### config.mk
export PLATFORM = sky130hd
export DESIGN_NAME = fpm_cell
export DESIGN_NICKNAME = d
export VERILOG_FILES = /design/src/hw/rtl/fpm_pkg.sv /design/src/hw/rtl/fpm_cell.sv
export SDC_FILE = /design/constraint.sdc
export NUM_CORES = 2
export LEC_CHECK = 0
export CORE_MARGIN = 8
export CORE_UTILIZATION = 62
export DETAILED_ROUTE_END_ITERATION = 7
export DONT_BUFFER_PORTS = 1
export HOLD_SLACK_MARGIN = 0.1
export PLACE_DENSITY = 0.81
export SLEW_MARGIN = 15
export SYNTH_ARGS = -nofsm -noshare
export SYNTH_HDL_FRONTEND = slang
export SYNTH_SLANG_ARGS = --single-unit
### constraint.sdc
create_clock -name clk -period 10.5 [get_ports clk]
set_input_delay 2.1 -clock clk [delete_from_list [all_inputs] [get_ports clk]]
set_output_delay 2.1 -clock clk [all_outputs]
set_load 0.01 [all_outputs]
### src/hw/rtl/fpm_pkg.sv
package fpm_pkg;

  localparam int FR_W    = 16;   // Fresnel part, Q2.14
  localparam int SKY_W   = 24;   // sky part
  localparam int PWR_W   = 6;    // exponent register
  localparam int NCELL   = PWR_W; // one cell per exponent bit
  localparam int FRAC    = 14;

  localparam logic signed [FR_W-1:0] ONE_Q14 = 16'sd16384;
  localparam logic [PWR_W-1:0]       POWER_RESET = 6'd1;

  // Register indexes on the configuration port
  localparam logic REG_POWER = 1'b0;

  typedef struct packed {
    logic signed [FR_W-1:0] re;
    logic signed [FR_W-1:0] im;
  } cplx16_t;

  typedef struct packed {
    logic signed [SKY_W-1:0] re;
    logic signed [SKY_W-1:0] im;
  } cplx24_t;

  // Data carried from cell to cell
  typedef struct packed {
    logic signed [FR_W-1:0]  acc_re;
    logic signed [FR_W-1:0]  acc_im;
    logic signed [FR_W-1:0]  base_re;
    logic signed [FR_W-1:0]  base_im;
    logic signed [SKY_W-1:0] sky_re;
    logic signed [SKY_W-1:0] sky_im;
    logic                    unchanged;
  } stage_t;

  function automatic logic signed [FR_W-1:0] sat16(input logic signed [33:0] v);
    logic signed [33:0] t;
    logic signed [FR_W-1:0] r;
    t = v >>> FRAC;
    if (t > 34'sd32767) begin
      r = 16'sh7FFF;
    end else if (t < -34'sd32768) begin
      r = 16'sh8000;
    end else begin
      r = t[FR_W-1:0];
    end
    return r;
  endfunction

  function automatic logic signed [SKY_W-1:0] sat24(input logic signed [41:0] v);
    logic signed [41:0] t;
    logic signed [SKY_W-1:0] r;
    t = v >>> FRAC;
    if (t > 42'sd8388607) begin
      r = 24'sh7FFFFF;
    end else if (t < -42'sd8388608) begin
      r = 24'sh800000;
    end else begin
      r = t[SKY_W-1:0];
    end
    return r;
  endfunction

  // Q2.14 complex product, round half up, saturate
  function automatic cplx16_t cmul_q14(input logic signed [FR_W-1:0] ar,
                                       input logic signed [FR_W-1:0] ai,
                                       input logic signed [FR_W-1:0] br,
                                       input logic signed [FR_W-1:0] bi);
    logic signed [31:0] p_rr, p_ii, p_ri, p_ir;
    logic signed [33:0] s_re, s_im;
    cplx16_t r;
    p_rr = ar * br;
    p_ii = ai * bi;
    p_ri = ar * bi;
    p_ir = ai * br;
    s_re = 34'(p_rr) - 34'(p_ii) + 34'sd8192;
    s_im = 34'(p_ri) + 34'(p_ir) + 34'sd8192;
    r.re = sat16(s_re);
    r.im = sat16(s_im);
    return r;
  endfunction

  // Sky times Q2.14 factor, round half up, saturate to 24 bits
  function automatic cplx24_t cmul_sky(input logic signed [SKY_W-1:0] sr,
                                       input logic signed [SKY_W-1:0] si,
                                       input logic signed [FR_W-1:0]  ar,
                                       input logic signed [FR_W-1:0]  ai);
    logic signed [39:0] p_rr, p_ii, p_ri, p_ir;
    logic signed [41:0] s_re, s_im;
    cplx24_t r;
    p_rr = sr * ar;
    p_ii = si * ai;
    p_ri = sr * ai;
    p_ir = si * ar;
    s_re = 42'(p_rr) - 42'(p_ii) + 42'sd8192;
    s_im = 42'(p_ri) + 42'(p_ir) + 42'sd8192;
    r.re = sat24(s_re);
    r.im = sat24(s_im);
    return r;
  endfunction

endpackage

### src/hw/rtl/fpm_cell.sv
module fpm_cell (
  input  logic            clk,
  input  logic            rst,
  input  logic            pw_bit,
  input  logic            in_valid,
  input  fpm_pkg::stage_t d_in,
  input  logic            down_ready,
  output logic            up_ready,
  output logic            valid,
  output fpm_pkg::stage_t q
);
  import fpm_pkg::*;

  logic    adv;
  cplx16_t prod;
  cplx16_t sq;
  stage_t  q_next;

  // advance when empty or when the next cell takes our item
  assign adv      = !valid || down_ready;
  assign up_ready = adv;

  always_comb begin
    prod   = cmul_q14(d_in.acc_re, d_in.acc_im, d_in.base_re, d_in.base_im);
    sq     = cmul_q14(d_in.base_re, d_in.base_im, d_in.base_re, d_in.base_im);
    q_next = d_in;
    if (pw_bit) begin
      q_next.acc_re = prod.re;
      q_next.acc_im = prod.im;
    end
    q_next.base_re = sq.re;
    q_next.base_im = sq.im;
  end

  always_ff @(posedge clk) begin
    if (rst) begin
      valid <= 1'b0;
    end else if (adv) begin
      valid <= in_valid;
    end
  end

  always_ff @(posedge clk) begin
    if (adv && in_valid) begin
      q <= q_next;
    end
  end

endmodule

Yosys cells after proc, flatten, opt, wreduce, memory -nomap -nowiden
Index checks and enable logic that the tools add are counted.
{"block": "op_classes", "add_sub_neg": 8, "multipliers": 7, "order_cmp": 8, "muxes": 7, "reduce_logical": 3}
{"op": "16-bit by 16-bit multiplier with 32-bit output", "count": 7}
{"op": "33-bit by 15-bit adder with 34-bit output (second input constant)", "count": 4}
{"op": "16-bit two-way mux", "count": 6}
{"op": "20-bit by 16-bit greater-than comparator with 1-bit output (second input constant)", "count": 4}
{"op": "20-bit by 16-bit < comparator with 1-bit output (second input constant)", "count": 4}
{"op": "32-bit by 32-bit adder with 33-bit output", "count": 2}
{"op": "32-bit by 32-bit subtractor with 33-bit output", "count": 2}
{"op": "32-bit two-way mux", "count": 1}
{"op": "1-bit logical AND", "count": 1}
{"op": "1-bit zero test", "count": 1}
{"op": "1-bit logical OR", "count": 1}
{"block": "totals", "ff_bits": 114, "output_inout_bits": 115, "word_cells": 41}

Depth between registers and ports, before layout
{"block": "depth", "depth_word": 7, "mapped_depth": 33}

Worst setup path before layout
OpenSTA, ideal clock, no wires.
{"block": "synth_path", "kind": "input-to-reg", "start": "input d_in[96] (netlist name)", "end": "register q[103] (netlist name), data pin", "setup_time_ns": 0.130, "arrival_time_ns": 10.274, "required_ns": 10.370, "path_slack_ns": 0.096, "path_stages": 29, "path_cell_list": "clkbuf_1 clkbuf_1 nand2_1 inv_1 fa_1 inv_1 fa_1 inv_1 fa_1 inv_1 fa_1 fa_1 fa_1 fa_1 inv_1 fa_1 inv_1 ha_1 a21o_1 a21o_1 a211oi_1 o21ai_0 a2111oi_2 nor3b_2 a311oi_1 xor2_1 o41ai_2 clkbuf_1 o221a_2"}
{"element": "start, declared", "line": "fpm_cell.sv:6", "rtl": "input fpm_pkg::stage_t d_in,"}
{"element": "end signal, assigned", "line": "fpm_cell.sv:45", "rtl": "q <= q_next;"}
{"element": "end, declared", "line": "fpm_cell.sv:10", "rtl": "output fpm_pkg::stage_t q"}

==> results.md <==
* Unrepaired setup endpoints after global routing: no
* 1st-pass router iterations at 8
* Hold_sp: valid
* Area of the multi-input gates at 59,510 µm²
* CP bufs+invs at 8
* Initial Util at 62.64%
* Rel. slew slack at 25.88%
* Layout cells sized above 1 at under 10%
* FF+latch count, synth at 114
* Core box area at ~120,000 µm²
* FF-to-FF setup slack at roughly 7.9 ns
* Buffer count from post-CTS setup fixing at 0
* Hold Path Class: register to register
* Reg2reg start: valid
* Commonest non-fill, non-tap cell in the layout: inv_1
* Die Ht at between 300 and 400 µm
* Pins Over Slew Limit at 0
* # fillers at around 9,000
* Data arrival time of the worst path at between 10 and 15 ns
* CP max FO at 29
* Final Setup Violations at 0
* Syn Area/Cell at approximately 9.6 µm²
* Skew-Pair Late Insertion Delay at between 0.4 and 0.5 ns
* Worst path max stage delay at 0.68 ns
* Detailed-route DRC error count at 0
* Sequential share of the synthesized area at 4.683%
* Crit path max-delay family: adder cells
* Final #Nets at ~10,000
* Hold Path End: valid
* Clk root buf: clkbuf_16
* Main combinational cell family by area after synthesis: adder cells
* Post-synth EDFFs at between 100 and 150
* # diodes at 0
* Fmax at a little under 0.1 GHz
* Number of buffers created by CTS at 17
* Clk slew on worst S/H paths at roughly 0.080 ns
* Synth unique cells at 85
* GRT overflow at 0
* Vias at around 50,000
* Post-Synth Adder-Cell Area at ~64%
* Worst r2r path cells at 3
* Tmin final at between 10 and 15 ns
* Synth top area share at between 50% and 60%
* Part of the cycle the worst path needs at just under 100%
* Post-DP HPWL at about 140 mm
* Vias in the first global route at about 58,000
* Die area at 128,800 µm²
* Post-Synth Simple-Gate Area at around 12%
* Cts repair resizes at 0
* Post-synthesis compound-gate area fraction at between 3 and 4%
* Die X at around 360 µm
* # IOs at about 230
* Synth Area in XOR/XNOR at approximately 1.8%
* Synthesis Warnings at 0
* Top_reg_cell synth: edfxtp_1
* Critical path type: primary input to register
* Number of max-cap violations at 0
* CTS tree: built
* Largest cells by area after synthesis: fa_1, inv_1, ha_1
* Rows at 125
* Critical path's slowest cell: o21ai_1
* Syn_nets at a little over 10,000
* Max H-tree Level at 4
* Pin count of the biggest net entering global routing at 77
* Hold depth at 2
* Iter 0 DRT Violations at between 3,000 and 4,000
* Register area at 3413 µm²
* Final Hold Fails at 0
* Cell accounting for the most synthesized area: fa_1
* GRT Total Usage at 29.81%
* Initial antenna violation count at 1
* ANT nets after route at 0
* Multiplexer share of the synthesized area at less than 1%
* Layout area overhead at 2.218%
* Hold Buf Count CTS at 0
* First-pass GRT wire length at a little over 300 mm
* Status: complete, no violations
* Fin Setup TNS at 0 ns
* Crit path required time at 10.77 ns
* CTS Buffer Depth at 2
* Final clock skew at 0.01389 ns
* Most frequent cells in the layout: inv_1, fa_1, nand2_1
* Vias/cell at between 5 and 6
* Worst slew pin tran at 1.112 ns
* Syn Inst Count at 7,604
* Worst r2r dst: q[77]
* IO Port Bufs at 0
* Crit path launch type: primary input
* WL/cell at between 20 and 25 µm
* CP Capture Type: register
* Clock tree sinks at around 110
* Routability-driven placement congestion ratio at around 0.95
* Post-synth ARST share at 0%
* Final WL at 183.8 mm
* Post-Syn Area at about 73,000 µm²
[worst max path at each step]
stage,start,end,cells after the start,slack (ns)
floorplan,d_in[96],q[103],29,0.1
global placement,d_in[51],q[100],24,0.30
detailed placement,d_in[51],q[102],24,0.03
CTS,d_in[51],q[102],24,0.50
global route,d_in[51],q[105],24,0.03
finish,d_in[86],q[89],28,0.23
[metal layers]
metal	global-route usage, %	share of wire [%]
met5	0	0
met4	15.20	6.2
met1	36.86	35
met2	48.54	47
met3	7.770	12
[stage by stage]
stage | hold slack [ns] | instance area, µm² | worst slack, ns | cells | utilization [%]
after CTS | 0.6976 | 74500 | 0.4999 | 8870 | 64.03
after global placement | 0.6476 | 73880 | 0.2976 | 8838 | 63.49
after global routing | 0.7138 | 74500 | 0.03150 | 8870 | 64.03
after floorplan | 0.5930 | 72880 | 0.09594 | 7604 | -
after detailed placement | 0.6735 | 73880 | 0.03013 | 8838 | 63.49
final | 0.6936 | 74500 | 0.2333 | 8870 | 64.03
[cells in the mapped netlist, types with 5 or more instances]
cell and n:
a211o_1 6, a211oi_1 13, a21o_1 59, a21oi_1 72, a31o_2 5, a31oi_1 6
and2_1 622, and3_1 9, and4_1 6, buf_1 7, clkbuf_1 322, clkinv_1 6
edfxtp_1 113, fa_1 1996, ha_1 559, inv_1 2306, nand2_1 788, nand2b_1 40
nand3_1 31, nand4_1 17, nor2_1 213, nor2b_1 12, nor3_1 26, o211ai_1 8
o21a_1 17, o21ai_0 45, o21ai_1 8, o21ai_2 9, o21bai_1 9, o221a_2 15
o221ai_1 12, or2_2 8, or3_1 8, xnor2_1 105, xor2_1 43
[sequential cells by signal, indices dropped and copies added, names as in the netlist]
register,cells
q,113
valid,1
[final cells by class]
| class | count | area share (%) |
|---|---|---|
| Inverter | 2314 | 11.66 |
| Tap cell | 1524 | 2.559 |
| Timing Repair Buffer | 45 | 0.4870 |
| Clock buffer | 17 | 0.5710 |
| Multi-Input combinational cell | 4841 | 79.88 |
| Sequential cell | 114 | 4.581 |
| Clock inverter | 15 | 0.2637 |
[cell families (layout without fill, tap and decap cells)]
group / after synthesis / count (layout)
AOI/OAI and AO/OA: 331 / 331
xor gates and xnor gates: 148 / 148
adders and majority gates: 2555 / 2555
buffers and inverters: 2649 / 2391
DFF: 114 / 114
muxes: 4 / 4
and+or+nand+nor: 1803 / 1803
[worst min-delay path, stage by stage (launching register included)]
cell and delay, ns:
dfxtp_1 0.35, nand2b_1 0.20, a21oi_1 0.10
Power is left out: the tool's default activity adds up to more than one toggle a clock period on the data nets, which glitch-free logic cannot reach.
