<file path="src/hw/rtl/fpm_pkg.sv">
package fpm_pkg;

  localparam int FR_W    = 16;   // Fresnel part, Q2.14
  localparam int SKY_W   = 24;   // sky part
  localparam int PWR_W   = 6;    // exponent register
  localparam int NCELL   = PWR_W; // one cell per exponent bit
  localparam int FRAC    = 14;

  localparam logic signed [FR_W-1:0] ONE_Q14 = 16'sd16384;
  localparam logic [PWR_W-1:0]       POWER_RESET = 6'd1;

  // Register indexes on the configuration port
  localparam logic REG_POWER = 1'b0;

  typedef struct packed {
    logic signed [FR_W-1:0] re;
    logic signed [FR_W-1:0] im;
  } cplx16_t;

  typedef struct packed {
    logic signed [SKY_W-1:0] re;
    logic signed [SKY_W-1:0] im;
  } cplx24_t;

  // Data carried from cell to cell
  typedef struct packed {
    logic signed [FR_W-1:0]  acc_re;
    logic signed [FR_W-1:0]  acc_im;
    logic signed [FR_W-1:0]  base_re;
    logic signed [FR_W-1:0]  base_im;
    logic signed [SKY_W-1:0] sky_re;
    logic signed [SKY_W-1:0] sky_im;
    logic                    unchanged;
  } stage_t;

  function automatic logic signed [FR_W-1:0] sat16(input logic signed [33:0] v);
    logic signed [33:0] t;
    logic signed [FR_W-1:0] r;
    t = v >>> FRAC;
    if (t > 34'sd32767) begin
      r = 16'sh7FFF;
    end else if (t < -34'sd32768) begin
      r = 16'sh8000;
    end else begin
      r = t[FR_W-1:0];
    end
    return r;
  endfunction

  function automatic logic signed [SKY_W-1:0] sat24(input logic signed [41:0] v);
    logic signed [41:0] t;
    logic signed [SKY_W-1:0] r;
    t = v >>> FRAC;
    if (t > 42'sd8388607) begin
      r = 24'sh7FFFFF;
    end else if (t < -42'sd8388608) begin
      r = 24'sh800000;
    end else begin
      r = t[SKY_W-1:0];
    end
    return r;
  endfunction

  // Q2.14 complex product, round half up, saturate
  function automatic cplx16_t cmul_q14(input logic signed [FR_W-1:0] ar,
                                       input logic signed [FR_W-1:0] ai,
                                       input logic signed [FR_W-1:0] br,
                                       input logic signed [FR_W-1:0] bi);
    logic signed [31:0] p_rr, p_ii, p_ri, p_ir;
    logic signed [33:0] s_re, s_im;
    cplx16_t r;
    p_rr = ar * br;
    p_ii = ai * bi;
    p_ri = ar * bi;
    p_ir = ai * br;
    s_re = 34'(p_rr) - 34'(p_ii) + 34'sd8192;
    s_im = 34'(p_ri) + 34'(p_ir) + 34'sd8192;
    r.re = sat16(s_re);
    r.im = sat16(s_im);
    return r;
  endfunction

  // Sky times Q2.14 factor, round half up, saturate to 24 bits
  function automatic cplx24_t cmul_sky(input logic signed [SKY_W-1:0] sr,
                                       input logic signed [SKY_W-1:0] si,
                                       input logic signed [FR_W-1:0]  ar,
                                       input logic signed [FR_W-1:0]  ai);
    logic signed [39:0] p_rr, p_ii, p_ri, p_ir;
    logic signed [41:0] s_re, s_im;
    cplx24_t r;
    p_rr = sr * ar;
    p_ii = si * ai;
    p_ri = sr * ai;
    p_ir = si * ar;
    s_re = 42'(p_rr) - 42'(p_ii) + 42'sd8192;
    s_im = 42'(p_ri) + 42'(p_ir) + 42'sd8192;
    r.re = sat24(s_re);
    r.im = sat24(s_im);
    return r;
  endfunction

endpackage

</file>
<file path="src/hw/rtl/fpm_out.sv">
module fpm_out (
  input  logic                           clk,
  input  logic                           rst,
  input  logic                           in_valid,
  input  fpm_pkg::stage_t                d_in,
  output logic                           up_ready,
  output logic                           valid,
  input  logic                           stall,
  output logic signed [fpm_pkg::SKY_W-1:0] re,
  output logic signed [fpm_pkg::SKY_W-1:0] im,
  output logic                           unchanged
);
  import fpm_pkg::*;

  logic    adv;
  cplx24_t prod;

  assign adv      = !valid || !stall;
  assign up_ready = adv;

  assign prod = cmul_sky(d_in.sky_re, d_in.sky_im, d_in.acc_re, d_in.acc_im);

  always_ff @(posedge clk) begin
    if (rst) begin
      valid <= 1'b0;
    end else if (adv) begin
      valid <= in_valid;
    end
  end

  // pass the sky through when flagged, else take the product
  always_ff @(posedge clk) begin
    if (adv && in_valid) begin
      unchanged <= d_in.unchanged;
      if (d_in.unchanged) begin
        re <= d_in.sky_re;
        im <= d_in.sky_im;
      end else begin
        re <= prod.re;
        im <= prod.im;
      end
    end
  end

endmodule

</file>
<file path="config.mk">
export PLATFORM = sky130hd
export DESIGN_NAME = fpm_out
export DESIGN_NICKNAME = d
export VERILOG_FILES = /design/src/hw/rtl/fpm_pkg.sv /design/src/hw/rtl/fpm_out.sv
export SDC_FILE = /design/constraint.sdc
export NUM_CORES = 2
export LEC_CHECK = 0
export BUFFER_PORTS_ARGS = -buffer_cell sky130_fd_sc_hd__buf_2
export CAP_MARGIN = 10
export CORE_MARGIN = 2
export CORE_UTILIZATION = 60
export DETAILED_ROUTE_END_ITERATION = 10
export MAX_ROUTING_LAYER = met4
export PLACE_DENSITY = 0.85
export SKIP_LAST_GASP = 1
export SYNTH_ARGS = -nofsm -noshare
export SYNTH_HDL_FRONTEND = slang
export SYNTH_SLANG_ARGS = --single-unit
</file>
<file path="constraint.sdc">
create_clock -name clk -period 8.86 [get_ports clk]
set_input_delay 0.443 -clock clk [delete_from_list [all_inputs] [get_ports clk]]
set_output_delay 0.443 -clock clk [all_outputs]
set_load 0.02 [all_outputs]
</file>
* Word level (Yosys, flattened, before mapping)
Index checks and enable logic that the tools add are counted.
Word-level totals: flip-flop bits (word level) 50, input bits 117, output and inout port bits 51, logic and storage cells 26
Cells by class: add/sub/neg operators 4, multipliers 4, $lt $le $gt $ge 4, multiplexer cells 6, reductions and logical operators 4
Operators with widths (count):
- multiplier 24 x 16 -> 40 bit | 4
- 2-to-1 mux 24 bit | 6
- adder 41 x 15 -> 42 bit, second input constant | 2
- > comparator 28 x 24 -> 1 bit, second input constant | 2
- less-than comparator 28 x 24 -> 1 bit, second input constant | 2
- adder 40 x 40 -> 41 bit | 1
- subtractor 40 x 40 -> 41 bit | 1
- logical NOT 1 bit | 2
- logical AND 1 bit | 1
- logical OR 1 bit | 1

* Depth between registers and ports, before layout
depth after elaboration 7, gate-level depth with buffers 31, gate-level depth less buffers 28

* Worst setup path before layout
No wires, ideal clock.
path kind input-to-reg, start point input d_in[98] (netlist bit), end point register re[10] (netlist bit) (data pin), library setup time 0.261 ns, data arrival time 8.037 ns, slack 0.562 ns, cell stages on the path 27, path buffers 3, cell sequence clkbuf_1 clkbuf_1 and2_1 fa_1 fa_1 inv_1 fa_1 inv_1 fa_1 fa_1 fa_1 fa_1 inv_1 fa_1 inv_1 ha_1 and2_1 nor3b_1 a211oi_1 o21ai_0 a221o_1 a31oi_1 xnor2_1 or3_1 a21oi_2 buf_2 a21oi_1
Between the ends: word-level cells in the longest chain between the ends 7, elaborated cells on any way between the ends 8
RTL lines:
- from (decl) | line fpm_out.sv:5 | input fpm_pkg::stage_t d_in,
- multiplier 24 x 16 -> 40 bit * | line fpm_pkg.sv:91 | p_rr = sr * ar;
- subtractor 40 x 40 -> 41 bit * | line fpm_pkg.sv:95 | s_re = 42'(p_rr) - 42'(p_ii) + 42'sd8192;
- adder 41 x 15 -> 42 bit * | line fpm_pkg.sv:95
- less-than comparator 28 x 24 -> 1 bit | line fpm_pkg.sv:56 | end else if (t < -42'sd8388608) begin
- 2-to-1 mux 24 bit | line fpm_pkg.sv:56
- 2-to-1 mux 24 bit * | line fpm_pkg.sv:54 | if (t > 42'sd8388607) begin
- 2-to-1 mux 24 bit * | line fpm_out.sv:35 | if (d_in.unchanged) begin
- to (signal assigned) | line fpm_out.sv:36 | re <= d_in.sky_re;
- to (signal assigned) | line fpm_out.sv:39 | re <= prod.re;
- to (decl) | line fpm_out.sv:9 | output logic signed [fpm_pkg::SKY_W-1:0] re,
Mark *: on every way between the ends. The rest lies on a longest branch, timed or not. A chain may end at the register's enable or synchronous reset.

* Worst setup path after layout
start point input d_in[107] (netlist bit), end point register im[18] (netlist bit) (data pin)
Between the ends: word-level cells in the longest chain between the ends 7, elaborated cells on any way between the ends 8
RTL lines:
- multiplier 24 x 16 -> 40 bit * | line fpm_pkg.sv:94 | p_ir = si * ar;
- adder 40 x 40 -> 41 bit * | line fpm_pkg.sv:96 | s_im = 42'(p_ri) + 42'(p_ir) + 42'sd8192;
- adder 41 x 15 -> 42 bit * | line fpm_pkg.sv:96
- less-than comparator 28 x 24 -> 1 bit | line fpm_pkg.sv:56
- 2-to-1 mux 24 bit | line fpm_pkg.sv:56
- 2-to-1 mux 24 bit * | line fpm_pkg.sv:54
- 2-to-1 mux 24 bit * | line fpm_out.sv:35
- to (signal assigned) | line fpm_out.sv:37 | im <= d_in.sky_im;
- to (signal assigned) | line fpm_out.sv:40 | im <= prod.im;
- to (decl) | line fpm_out.sv:10 | output logic signed [fpm_pkg::SKY_W-1:0] im,
Marked as above.

==> impl_results.md <==
* Post-synth cell types at 60
* # H-tree levels at 2
* Die Area at about 100,000 um2
* Top cells by area, synth: fa_1 (57%), inv_1 (11%), ha_1 (7.6%)
* DRC Markers at 0
* CP Capture Type: flop
* RSZ-0062 raised after global routing: false
* Fillcell total at between 7,000 and 8,000
* Syn Nets at ~8,400
* Post-Layout Cell Count at roughly 7,600
* Clock skew at around 0.022 ns
* Number of iterations in the first detailed-routing pass at 8
* Worst Hold Launch: rst
* Slew @ Worst Pin at around 1 ns
* Cell Count Post-Placement at between 7,000 and 8,000
* Worst Hold Class: in -> reg
* Post-CTS setup buffer count at 0
* WL final at between 150 and 200 mm
* Root buf cell: clkbuf_16
* EDFF count, synth at slightly below 50
* CTS Buf Count at 5
* Top_reg_cell synth: edfxtp_1
* Initial DRC count at 3,314
* Core Rows at 114
* Final Hold Vio Count at 0
* IO Count at ~170
* CTS tree: built
* Most common cell after layout, fill and taps aside: inv_1
* Initial Util at 0.604
* Syn Area/Cell at 9.33 um2
* Final setup viols at 0
* Area grow syn2layout at 5.13%
* Routed vias at 42,000
* Final #Nets at 8,413
* Share of cells above drive strength 1 at 0.0596
* # hold bufs at CTS at 0
* Overall Global Routing Usage at 0.334
* Relative slew slack at 0.305
* First-pass GRT wire length at roughly 250 mm
* Number of synthesis warnings at 0
* Clock edge transition at the registers on the reported setup and hold paths at about 0.070 ns
* Top cell type by total area after synthesis: fa_1
* Crit path time final at between 8 and 9 ns
* Final worst path period share at 0.969
* CTS max path bufs at 2
* Top-area cell type share of the netlist area at 0.573
* Reg-to-Reg Start: valid
* CP Max Fanout at 31
* Sequential share of the synthesized area at 0.0256
* Status: finished, final reports clean
* Drt wl/cell at just under 20 um
* Core Region at a little under 100,000 um2
* Vias in the first global route at about 48,000
* Crit Path Category: in -> reg
* Startpoint types: input pin
* Antenna violations before repair at 11
* GRT overflow at 0
* CTS Sinks at 50
* HPWL after DPL at between 100 and 150 mm
* Largest net degree at the start of global routing at 54
* Routed vias/inst at around 5.6
* F_max at ~120 MHz
* Flops & latches, synth at 50
* Port-buffer cells at between 100 and 150
* Routability cong. at about 1
* Worst Path Arrival at between 8 and 9 ns
* Die Y at ~320 um
* Die W at between 300 and 400 um
* Max-Cap Viols at 0
* Clk_lat worst skew at 0.35 ns
* Cell count after synthesis at 6,256
* Post-Syn Area at just under 60,000 um2
* Fin. max-slew vios at 0
* Crit. Startpoint: d_in[107]
* WP data required at 8.94 ns
* Commonest non-fill, non-tap cells in the layout: inv_1 (1,753), fa_1 (1,672), nand2_1 (867)
* Async set or reset register ratio after synthesis at 0
* Antenna Nets Post-Route at 0
-- Yosys cell counts (14+ instances only) --
cell type  number
clkbuf_1      319
nor2_1         65
nor2b_1        61
o21ai_0        37
a21oi_1        87
inv_1        1753
nand2b_1       39
xnor2_1        57
nand2_1       867
fa_1         1672
edfxtp_1       49
a221o_2        20
ha_1          354
xor2_1         24
a21o_1         36
nand3_1        14
nand4_1        15
and2_1        651
-- worst max-delay path: stages --
cell      delay (ns)
buf_2           0.76
nand2_1         0.20
fa_1            0.57
inv_1           0.06
fa_1            0.55
fa_1            0.44
fa_1            0.52
fa_1            0.43
fa_1            0.48
fa_1            0.50
inv_1           0.05
fa_1            0.50
inv_1           0.05
ha_1            0.29
nand4_1         0.22
or4_1           0.48
a211oi_2        0.24
buf_4           0.17
o41a_2          0.21
nand3b_2        0.12
a21boi_2        0.21
a41oi_1         0.15
xnor2_1         0.17
o31a_1          0.34
buf_12          0.17
a221o_2         0.30
-- cell families after synthesis --
kind of cell               share of synthesized area
AOI/OAI and AO/OA                             0.0304
xor gates and xnor gates                      0.0122
adders and majority gates                      0.649
buffers and inverters                          0.135
DFF                                           0.0256
muxes                                       0.000514
and+or+nand+nor                                0.147
-- metal layers --
metal	vias to the layer above	GRT usage	routed length, um
li1	17700	-	-
met1	21800	0.397	52100
met2	2015	0.540	73900
met3	537	0.0476	12700
met4	0	0.209	11700
met5	-	-	0
-- state kept, by name, indices dropped and copies added, names as in the netlist --
register	count
im	24
re	24
unchanged	1
valid	1
-- final timing paths --
kind	to	slack (ns)	depth (start not counted)
setup / recovery	im[18]	0.28	26
hold reg to reg	valid	0.53	2
setup reg to reg	re[8]	7.31	3
hold / removal	valid	0.27	2
-- layout make-up --
| cell class | count | area [um2] | area share |
|---|---|---|---|
| antenna | 13 | 32.5 | 0.000530 |
| clock buffer | 7 | 133 | 0.00216 |
| inverter | 1753 | 6580 | 0.107 |
| multi-input combinational | 4123 | 49000 | 0.799 |
| sequential | 50 | 1490 | 0.0243 |
| tap | 1276 | 1600 | 0.0260 |
| timing repair buffer | 337 | 2500 | 0.0408 |
-- repair_timing --
action / CTS / global route
setup endpoints to repair: 0 / 43
hold endpoints to repair: 0 / 0
resized for setup: 0 / 5
-- metrics by stage --
stage                     cell area (um2)  worst slack (ns)  hold WS, ns  TNS [ns]  utilization
final                               61400             0.279        0.268         0        0.635
after global routing                61400            0.0173        0.290         0        0.635
after CTS                           61300             0.336        0.259         0        0.635
after detailed placement            61200           -0.0107        0.520   -0.0125        0.634
after global placement              61200             0.152        0.478         0        0.634
after floorplan                     58400             0.562        0.515         0            -
Power is left out: the tool's default activity adds up to more than one toggle a clock period on the data nets, which glitch-free logic cannot reach.
